**src/hw/rtl/bsa_pkg.sv**
```systemverilog
// ----------------------------------------------------------------------------
// bsa_pkg: shared types and constants for the bitmap slot allocator
// Request modes, status codes, fixed field widths and the command bundle
// that the controller sends to the datapath.
// ----------------------------------------------------------------------------
`default_nettype none

package bsa_pkg;

  // Fixed field widths
  localparam int MODE_W   = 3;
  localparam int SLOT_W   = 10;
  localparam int CNT_W    = 11;
  localparam int STATUS_W = 2;

  // Stream payload widths, padded to whole bytes
  localparam int IN_DATA_W  = 16;
  localparam int OUT_DATA_W = 16;

  // Request modes
  localparam logic [MODE_W-1:0] MODE_SET        = 3'd0;
  localparam logic [MODE_W-1:0] MODE_CLEAR      = 3'd1;
  localparam logic [MODE_W-1:0] MODE_CHECK      = 3'd2;
  localparam logic [MODE_W-1:0] MODE_FIND_FREE  = 3'd3;
  localparam logic [MODE_W-1:0] MODE_ALLOC_FREE = 3'd4;
  localparam logic [MODE_W-1:0] MODE_FIND_USED  = 3'd5;
  localparam logic [MODE_W-1:0] MODE_REL_USED   = 3'd6;

  // Result status codes
  localparam logic [STATUS_W-1:0] STATUS_OK        = 2'd0;
  localparam logic [STATUS_W-1:0] STATUS_RANGE_ERR = 2'd1;
  localparam logic [STATUS_W-1:0] STATUS_NOT_FOUND = 2'd2;

  // Slot count after reset
  localparam logic [CNT_W-1:0] COUNT_RESET = 11'd1024;

  // Controller to datapath commands
  typedef struct packed {
    logic load;    // take a request and launch the word read
    logic commit;  // finish the request: update the word, load the result
  } cmd_t;

endpackage

`default_nettype wire

```
**src/hw/rtl/bitmap_slot_allocator_top.sv**
```systemverilog
// ----------------------------------------------------------------------------
// bitmap_slot_allocator_top: allocation bitmap with lowest-slot search
// Set, clear, check, find/allocate lowest free and find/release lowest used
// slot over a word-organized bitmap, one result per request.
//
//   Channel   Direction  Handshake                 Payload
//   s_axis    in         s_axis_tvalid/tready      mode, slot_index
//   m_axis    out        m_axis_tvalid/tready      status, result_index,
//                                                  bit_was_set
//   cfg       in         cfg_valid_i/cfg_ready_o   item_count
//
// Each request is handled in order: the load step selects the word (per-word full and
// empty flags through a priority encoder) and reads it from the word memory,
// then the execute step finds the bit, checks the range and writes the word back.
// The result register lets a new request in while the last result waits;
// a request whose result cannot be loaded holds in the execute step.
// Reset clears the flags at once, so every slot reads free with no clearing
// pass; item_count resets to 1024. The config port is always ready.
// ----------------------------------------------------------------------------
`default_nettype none

module bitmap_slot_allocator_top #(
  parameter int MAX_BITS  = 1024,
  parameter int WORD_BITS = 32
) (
  input  wire logic                               clk_i,
  input  wire logic                               rst_ni,
  // [2:0] mode, [12:3] slot_index, [15:13] zero
  input  wire logic [bsa_pkg::IN_DATA_W-1:0]      s_axis_tdata,
  input  wire logic                               s_axis_tvalid,
  output logic                                    s_axis_tready,
  // [1:0] status, [11:2] result_index, [12] bit_was_set, [15:13] zero
  output logic      [bsa_pkg::OUT_DATA_W-1:0]     m_axis_tdata,
  output logic                                    m_axis_tvalid,
  input  wire logic                               m_axis_tready,
  input  wire logic                               cfg_valid_i,
  output logic                                    cfg_ready_o,
  input  wire logic [bsa_pkg::CNT_W-1:0]          cfg_data_i
);
  import bsa_pkg::*;

  cmd_t                cmd;
  logic [MODE_W-1:0]   mode;
  logic [SLOT_W-1:0]   slot_index;
  logic [STATUS_W-1:0] status;
  logic [SLOT_W-1:0]   result_index;
  logic                bit_was_set;

  // Unpack the request
  assign mode       = s_axis_tdata[MODE_W-1:0];
  assign slot_index = s_axis_tdata[MODE_W+SLOT_W-1:MODE_W];

  assign cfg_ready_o = 1'b1;

  bsa_ctrl u_ctrl (
    .clk_i     (clk_i),
    .rst_ni    (rst_ni),
    .s_valid_i (s_axis_tvalid),
    .s_ready_o (s_axis_tready),
    .m_valid_o (m_axis_tvalid),
    .m_ready_i (m_axis_tready),
    .cmd_o     (cmd)
  );

  bsa_datapath #(
    .MAX_BITS  (MAX_BITS),
    .WORD_BITS (WORD_BITS)
  ) u_datapath (
    .clk_i          (clk_i),
    .rst_ni         (rst_ni),
    .cmd_i          (cmd),
    .mode_i         (mode),
    .slot_index_i   (slot_index),
    .cfg_we_i       (cfg_valid_i),
    .cfg_data_i     (cfg_data_i),
    .status_o       (status),
    .result_index_o (result_index),
    .bit_was_set_o  (bit_was_set)
  );

  // Pack the result
  assign m_axis_tdata = {
    {(OUT_DATA_W - STATUS_W - SLOT_W - 1){1'b0}},
    bit_was_set,
    result_index,
    status
  };

endmodule

`default_nettype wire

```
**src/hw/rtl/bsa_first_one.sv**
```systemverilog
// ----------------------------------------------------------------------------
// bsa_first_one: priority encoder
// Returns the position of the lowest set bit of a vector and a found flag.
// ----------------------------------------------------------------------------
`default_nettype none

module bsa_first_one #(
  parameter int W  = 32,
  parameter int IW = (W > 1) ? $clog2(W) : 1
) (
  input  wire logic [W-1:0]  vec_i,
  output logic               found_o,
  output logic [IW-1:0]      idx_o
);

  // Scan from the top so the lowest set bit wins
  always_comb begin
    found_o = 1'b0;
    idx_o   = '0;
    for (int i = W - 1; i >= 0; i--) begin
      if (vec_i[i]) begin
        found_o = 1'b1;
        idx_o   = IW'(i);
      end
    end
  end

endmodule

`default_nettype wire

```
**src/hw/rtl/bsa_ctrl.sv**
```systemverilog
// ----------------------------------------------------------------------------
// bsa_ctrl: request sequencer
// Two-state controller: take a request and start the word read, then commit
// the word update and result once the output register is free.
// ----------------------------------------------------------------------------
`default_nettype none

module bsa_ctrl (
  input  wire logic        clk_i,
  input  wire logic        rst_ni,
  input  wire logic        s_valid_i,
  output logic             s_ready_o,
  output logic             m_valid_o,
  input  wire logic        m_ready_i,
  output bsa_pkg::cmd_t    cmd_o
);
  import bsa_pkg::*;

  localparam logic ST_IDLE = 1'b0;
  localparam logic ST_EXEC = 1'b1;

  logic state_q, state_d;
  logic out_valid_q, out_valid_d;
  logic out_free;

  // Output register is free when empty or being drained this cycle
  assign out_free  = !out_valid_q || m_ready_i;
  assign s_ready_o = (state_q == ST_IDLE);
  assign m_valid_o = out_valid_q;

  assign cmd_o.load   = (state_q == ST_IDLE) && s_valid_i;
  assign cmd_o.commit = (state_q == ST_EXEC) && out_free;

  // Advance the sequencer
  always_comb begin
    state_d = state_q;
    case (state_q)
      ST_IDLE: begin
        if (s_valid_i) state_d = ST_EXEC;
      end
      ST_EXEC: begin
        if (out_free) state_d = ST_IDLE;
      end
      default: state_d = ST_IDLE;
    endcase
  end

  // Track the output register
  always_comb begin
    out_valid_d = out_valid_q;
    if (cmd_o.commit) begin
      out_valid_d = 1'b1;
    end else if (m_ready_i) begin
      out_valid_d = 1'b0;
    end
  end

  always_ff @(posedge clk_i or negedge rst_ni) begin
    if (!rst_ni) begin
      state_q     <= ST_IDLE;
      out_valid_q <= 1'b0;
    end else begin
      state_q     <= state_d;
      out_valid_q <= out_valid_d;
    end
  end

endmodule

`default_nettype wire

```
**src/hw/rtl/bsa_datapath.sv**
```systemverilog
// ----------------------------------------------------------------------------
// bsa_datapath: bitmap storage and search logic
// Word memory with per-word full/empty flags, word and bit priority
// encoders, range checks, read-modify-write and the result register.
// ----------------------------------------------------------------------------
`default_nettype none

module bsa_datapath #(
  parameter int MAX_BITS  = 1024,
  parameter int WORD_BITS = 32
) (
  input  wire logic                            clk_i,
  input  wire logic                            rst_ni,
  input  wire bsa_pkg::cmd_t                   cmd_i,
  input  wire logic [bsa_pkg::MODE_W-1:0]      mode_i,
  input  wire logic [bsa_pkg::SLOT_W-1:0]      slot_index_i,
  input  wire logic                            cfg_we_i,
  input  wire logic [bsa_pkg::CNT_W-1:0]       cfg_data_i,
  output logic      [bsa_pkg::STATUS_W-1:0]    status_o,
  output logic      [bsa_pkg::SLOT_W-1:0]      result_index_o,
  output logic                                 bit_was_set_o
);
  import bsa_pkg::*;

  // WORD_BITS must be a power of two; the block does not enforce it
  localparam int NUM_WORDS = (MAX_BITS + WORD_BITS - 1) / WORD_BITS;
  localparam int AW        = (NUM_WORDS > 1) ? $clog2(NUM_WORDS) : 1;
  localparam int BIT_W     = $clog2(WORD_BITS);
  localparam int SW        = AW + BIT_W;
  localparam int CW        = ((SW > CNT_W) ? SW : CNT_W) + 1;

  // Storage and flags
  logic [WORD_BITS-1:0] mem_q [NUM_WORDS];
  logic [NUM_WORDS-1:0] full_q, full_d;
  logic [NUM_WORDS-1:0] empty_q, empty_d;
  logic [CNT_W-1:0]     item_count_q;

  // Latched request
  logic [MODE_W-1:0]    mode_q;
  logic [SLOT_W-1:0]    slot_q;
  logic [AW-1:0]        word_q;
  logic                 word_hit_q;
  logic [WORD_BITS-1:0] rdata_q;

  // Result register
  logic [STATUS_W-1:0]  status_q, status_d;
  logic [SLOT_W-1:0]    result_q, result_d;
  logic                 was_q, was_d;

  // Request decode at load time
  logic                 s_search, s_want;
  logic [NUM_WORDS-1:0] word_vec;
  logic                 word_found;
  logic [AW-1:0]        word_idx;
  logic [AW-1:0]        rd_addr;

  // Execute stage
  logic                 e_direct, e_search, e_want;
  logic [WORD_BITS-1:0] cur_word, new_word, bit_vec;
  logic                 bit_found;
  logic [BIT_W-1:0]     bit_idx, bit_pos;
  logic [CW-1:0]        eff_count, cnt_ext, slot_ext, found_ext;
  logic                 direct_ok, search_ok;
  logic                 wr_en, wr_val;

  // Pick the word to read
  assign s_search = (mode_i inside {MODE_FIND_FREE, MODE_ALLOC_FREE,
                                    MODE_FIND_USED, MODE_REL_USED});
  assign s_want   = (mode_i inside {MODE_FIND_USED, MODE_REL_USED});
  assign word_vec = s_want ? ~empty_q : ~full_q;

  bsa_first_one #(
    .W  (NUM_WORDS),
    .IW (AW)
  ) u_word_enc (
    .vec_i   (word_vec),
    .found_o (word_found),
    .idx_o   (word_idx)
  );

  assign rd_addr = s_search ? word_idx : AW'(slot_index_i >> BIT_W);

  // Latch the request and read the word
  always_ff @(posedge clk_i) begin
    if (cmd_i.load) begin
      mode_q     <= mode_i;
      slot_q     <= slot_index_i;
      word_q     <= rd_addr;
      word_hit_q <= word_found;
      rdata_q    <= mem_q[rd_addr];
    end
  end

  // Current word: an empty word may never have been written
  assign e_direct = (mode_q inside {MODE_SET, MODE_CLEAR, MODE_CHECK});
  assign e_search = (mode_q inside {MODE_FIND_FREE, MODE_ALLOC_FREE,
                                    MODE_FIND_USED, MODE_REL_USED});
  assign e_want   = (mode_q inside {MODE_FIND_USED, MODE_REL_USED});
  assign cur_word = empty_q[word_q] ? '0 : rdata_q;
  assign bit_vec  = e_want ? cur_word : ~cur_word;

  bsa_first_one #(
    .W  (WORD_BITS),
    .IW (BIT_W)
  ) u_bit_enc (
    .vec_i   (bit_vec),
    .found_o (bit_found),
    .idx_o   (bit_idx)
  );

  // Range checks against the effective slot count
  assign cnt_ext   = CW'(item_count_q);
  assign eff_count = (cnt_ext > CW'(MAX_BITS)) ? CW'(MAX_BITS) : cnt_ext;
  assign slot_ext  = CW'(slot_q);
  assign found_ext = CW'({word_q, bit_idx});
  assign direct_ok = slot_ext < eff_count;
  assign search_ok = word_hit_q && bit_found && (found_ext < eff_count);

  // Modify the word
  assign bit_pos = e_direct ? slot_q[BIT_W-1:0] : bit_idx;
  assign wr_val  = (mode_q == MODE_SET) || (mode_q == MODE_ALLOC_FREE);
  assign wr_en   = cmd_i.commit &&
                   ((direct_ok && ((mode_q == MODE_SET) || (mode_q == MODE_CLEAR))) ||
                    (search_ok && ((mode_q == MODE_ALLOC_FREE) ||
                                   (mode_q == MODE_REL_USED))));

  always_comb begin
    new_word          = cur_word;
    new_word[bit_pos] = wr_val;
  end

  always_ff @(posedge clk_i) begin
    if (wr_en) begin
      mem_q[word_q] <= new_word;
    end
  end

  // Refresh the word flags
  always_comb begin
    full_d  = full_q;
    empty_d = empty_q;
    if (wr_en) begin
      full_d[word_q]  = &new_word;
      empty_d[word_q] = ~|new_word;
    end
  end

  // Build the result
  always_comb begin
    status_d = STATUS_RANGE_ERR;
    result_d = slot_q;
    was_d    = 1'b0;
    if (e_direct) begin
      if (direct_ok) begin
        status_d = STATUS_OK;
        was_d    = cur_word[bit_pos];
      end
    end else if (e_search) begin
      if (search_ok) begin
        status_d = STATUS_OK;
        result_d = SLOT_W'(found_ext);
        was_d    = e_want;
      end else begin
        status_d = STATUS_NOT_FOUND;
        result_d = '0;
      end
    end
  end

  always_ff @(posedge clk_i) begin
    if (cmd_i.commit) begin
      status_q <= status_d;
      result_q <= result_d;
      was_q    <= was_d;
    end
  end

  // Flags and slot count
  always_ff @(posedge clk_i or negedge rst_ni) begin
    if (!rst_ni) begin
      full_q       <= '0;
      empty_q      <= '1;
      item_count_q <= COUNT_RESET;
    end else begin
      full_q  <= full_d;
      empty_q <= empty_d;
      if (cfg_we_i) begin
        item_count_q <= cfg_data_i;
      end
    end
  end

  assign status_o       = status_q;
  assign result_index_o = result_q;
  assign bit_was_set_o  = was_q;

endmodule

`default_nettype wire
```
**config.mk**
```make
export PLATFORM = sky130hd
export DESIGN_NAME = bitmap_slot_allocator_top
export DESIGN_NICKNAME = d
export VERILOG_FILES = /design/src/hw/rtl/bsa_pkg.sv /design/src/hw/rtl/bitmap_slot_allocator_top.sv /design/src/hw/rtl/bsa_first_one.sv /design/src/hw/rtl/bsa_ctrl.sv /design/src/hw/rtl/bsa_datapath.sv
export SDC_FILE = /design/constraint.sdc
export NUM_CORES = 2
export LEC_CHECK = 0
export BUFFER_PORTS_ARGS = -buffer_cell sky130_fd_sc_hd__buf_2
export CORE_MARGIN = 3
export CORE_UTILIZATION = 45
export DETAILED_ROUTE_END_ITERATION = 7
export GPL_ROUTABILITY_DRIVEN = 1
export GPL_TIMING_DRIVEN = 0
export HOLD_SLACK_MARGIN = 0.12
export SETUP_SLACK_MARGIN = 0.5
export SLEW_MARGIN = 20
export SYNTH_ARGS = -nofsm -noshare
export SYNTH_HDL_FRONTEND = slang
export SYNTH_SLANG_ARGS = --single-unit
```
**constraint.sdc**
```tcl
create_clock -name clk_i -period 22.7 [get_ports clk_i]
set_input_delay 1.135 -clock clk_i [delete_from_list [all_inputs] [get_ports clk_i]]
set_output_delay 1.135 -clock clk_i [all_outputs]
set_load 0.05 [all_outputs]
```
==> metrics.cfg <==
[critical_path]
ff2ff_path_depth=17
crit_family=buffers and inverters
cpPeakStageDelay_ns=0.87
crit_fanout=25
worstSetupPathType=reg2reg
r2r-end=u_datapath.full_q[14]
path_cells=clkbuf_1 -> inv_1 -> or3_1 -> clkbuf_1 -> a211oi_2 -> buf_2 -> nand4_1 -> nand2_1 -> clkbuf_1 -> clkbuf_1 -> nand3_1 -> o21bai_4 -> buf_12 -> nand4_1 -> nor4_4 -> clkbuf_1 -> mux2_2
crit_top_cell=clkbuf_1
start_kind=flip-flop
r2r_start=u_datapath.word_q[1]
reg2reg_slack_ns=15.21
path_depth=17
critPathLaunch=u_datapath.word_q[1]
path_buf_inv=8
cp-end-kind=flip-flop
crit_path_end=u_datapath.full_q[14]
cp.required_ns=23.36
slowest_stage=nor4_4
crit_arrival_ns=8.15

[clocking]
h-tree-depth=3
cts_made_buffers=120
post_cts_buffers=0
clk_path_buf_depth=3
postCtsHoldBufs=0
cts_resized=0
clk_latency_ns=0.73
path_clk_slew_ns=0.06
clock_sinks=1165
cts_tree=yes
root_buffer=clkbuf_16

[logic_synthesis]
postSynthRegisterBits=1165
avgSynthCellArea_sq_um=13.58
synth_cells=3702
yosys_warnings=0
synthFlopType=edfxtp_1
synth_area_leaders=edfxtp_1, mux2i_1, nand2_1
yosysTopAreaCellShare_pct=64.98
synth_cell_types=96
synth_most_common_cell=edfxtp_1
yosys-top-cells-count=edfxtp_1, nand2_1, mux2i_1, a211oi_1
ys_seq_area_share_pct=68.89
synth_edf_count=1088
yosysTopAreaCell=edfxtp_1
synthArstFlopShare_pct=6.609
netlist_area_sq_um=50280

[finish]
fill_cells=9225
drive_gt1_share_pct=14.89
synthToLayoutAreaGrowth_pct=16.97
regArea_sq_um=34640
stdcell_area_sq_um=58810
layout.nets=4079
multi_input_area_sq_um=14980
insertedDiodeCount=0

[run_status]
status=completed

[grt]
antenna_found_initial=3
grt_use_total_pct=27.36
grt_start_max_net_pins=42
grt_pass1_wl_microns=230900
globalRouteOverflowTotal=0
grt_pass1_vias=32570

[power_and_ir_drop]
finalPower_mw=5.670
ir_drop_mv=0.08320
powerDensity_nw_per_um2=96.41
power.leakage_nw=20.07

[detailed_routing]
ant_nets=0
drtIter0Drc=4617
vias_per_cell=6.097
drtPass1Iterations=6
drc=0
via_count=34180
wire_per_inst_microns=28.75
totalWireLength_microns=161200

[floorplan]
die_x_microns=340.3
start_util_pct=45.74
dieArea_sq_um=115800
rows=121
ios=51
die_height_microns=340.3
fp.coreArea_sq_um=109900

[worst_hold_path]
hp-class=in2async

[run]
drv_cap=0

[sta]
min_period_ns=7.490
max_slew_margin_pct=17.64
worstMarginPinSlew_ns=1.224
tns_ns=0
hold_viol_final=0
fin_worst_skew_ns=0.03824
finalMaxSlewViolations=0
period_share_pct=33.00
finalSetupViolations=0
fmax_ghz=0.1335
rsz0062_at_grt=false

[placement]
dp_hpwl_microns=117000
placed_area_sq_um=54840
place_congestion=0.9601
io_buffers=43

[logic make-up after synthesis]
kind of cell	after synthesis	share of synthesized area, %
mux	327	6.784
compound gates	814	11.10
other cells	2	0.01494
xor+xnor	8	0.1393
simple gates	1062	10.18
fa+ha+maj	18	0.4479
buf+inv	306	2.439
flops	1165	68.89
[cells in the final DEF, fill, tap and decap left out, types with 35 or more instances in the layout]
master and n:
o21ai_0 64, inv_1 35, clkbuf_1 236, mux2i_1 236
clkbuf_16 125, a21oi_1 205, buf_1 41, nand2_1 484
dfrtp_1 44, nand3_1 114, a211oi_1 231, buf_4 51
o22ai_1 43, nor2_1 68, mux2_2 78, nor4_1 46
nor3_1 56, buf_2 105, edfxtp_1 1088, a31oi_1 46
and2_1 129
[metal layers]
| metal | global-route usage (%) | vias up | wire length [microns] |
|---|---|---|---|
| li1 | - | 14960 | - |
| met1 | 39.80 | 17150 | 67930 |
| met2 | 40.75 | 1770 | 70680 |
| met3 | 6.653 | 296 | 17260 |
| met4 | 8.300 | 0 | 5296 |
| met5 | 0 | - | 0 |
[worst min path at each step]
stage,start,endpoint
CTS,rst_ni,u_datapath.full_q[9]
global route,rst_ni,u_datapath.full_q[9]
floorplan,u_datapath.item_count_q[1],u_datapath.item_count_q[1]
finish,rst_ni,u_datapath.item_count_q[0]
detailed placement,u_datapath.item_count_q[2],u_datapath.item_count_q[2]
global placement,u_ctrl.m_valid_o,u_ctrl.m_valid_o
[where the power goes]
| part | total [mW] | switching [mW] | internal (mW) |
|---|---|---|---|
| Sequential | 2.57 | 0.0254 | 2.55 |
| Combinational | 1.13 | 0.836 | 0.295 |
| Clock | 1.97 | 0.832 | 1.14 |
[cell type report]
type	instances	share of cell area (%)
flip-flops and latches	1165	58.90
multi-input cells	2233	25.46
clock buffers	158	5.546
repair buffers	203	3.715
well taps	1476	3.140
plain buffers	269	1.853
clock inverters	64	1.149
inverters	37	0.2361
[per-stage QoR]
stage                     instances  hold slack, ns  utilization, %  worst slack, ns
final                          5605          0.3921           53.51            15.21
after global routing           5605          0.3885           53.51            14.94
after CTS                      5605          0.3703           53.48            15.20
after detailed placement       5383          0.5015           49.89            15.16
after global placement         5223          0.4777           47.63            10.40
after floorplan                3704          0.4817               -            14.93
[flip-flops by register name, indices dropped and copies added, names as in the netlist, 2 cells and up]
signal	flops
u_datapath.item_count_q	11
u_datapath.mode_q	3
u_datapath.result_index_o	10
u_datapath.word_q	5
u_datapath.slot_q	10
u_datapath.rdata_q	32
u_datapath.empty_q	32
u_datapath.full_q	32
u_datapath.status_o	2
u_datapath.mem_q	1024
(Power assumes the default switching activity.)
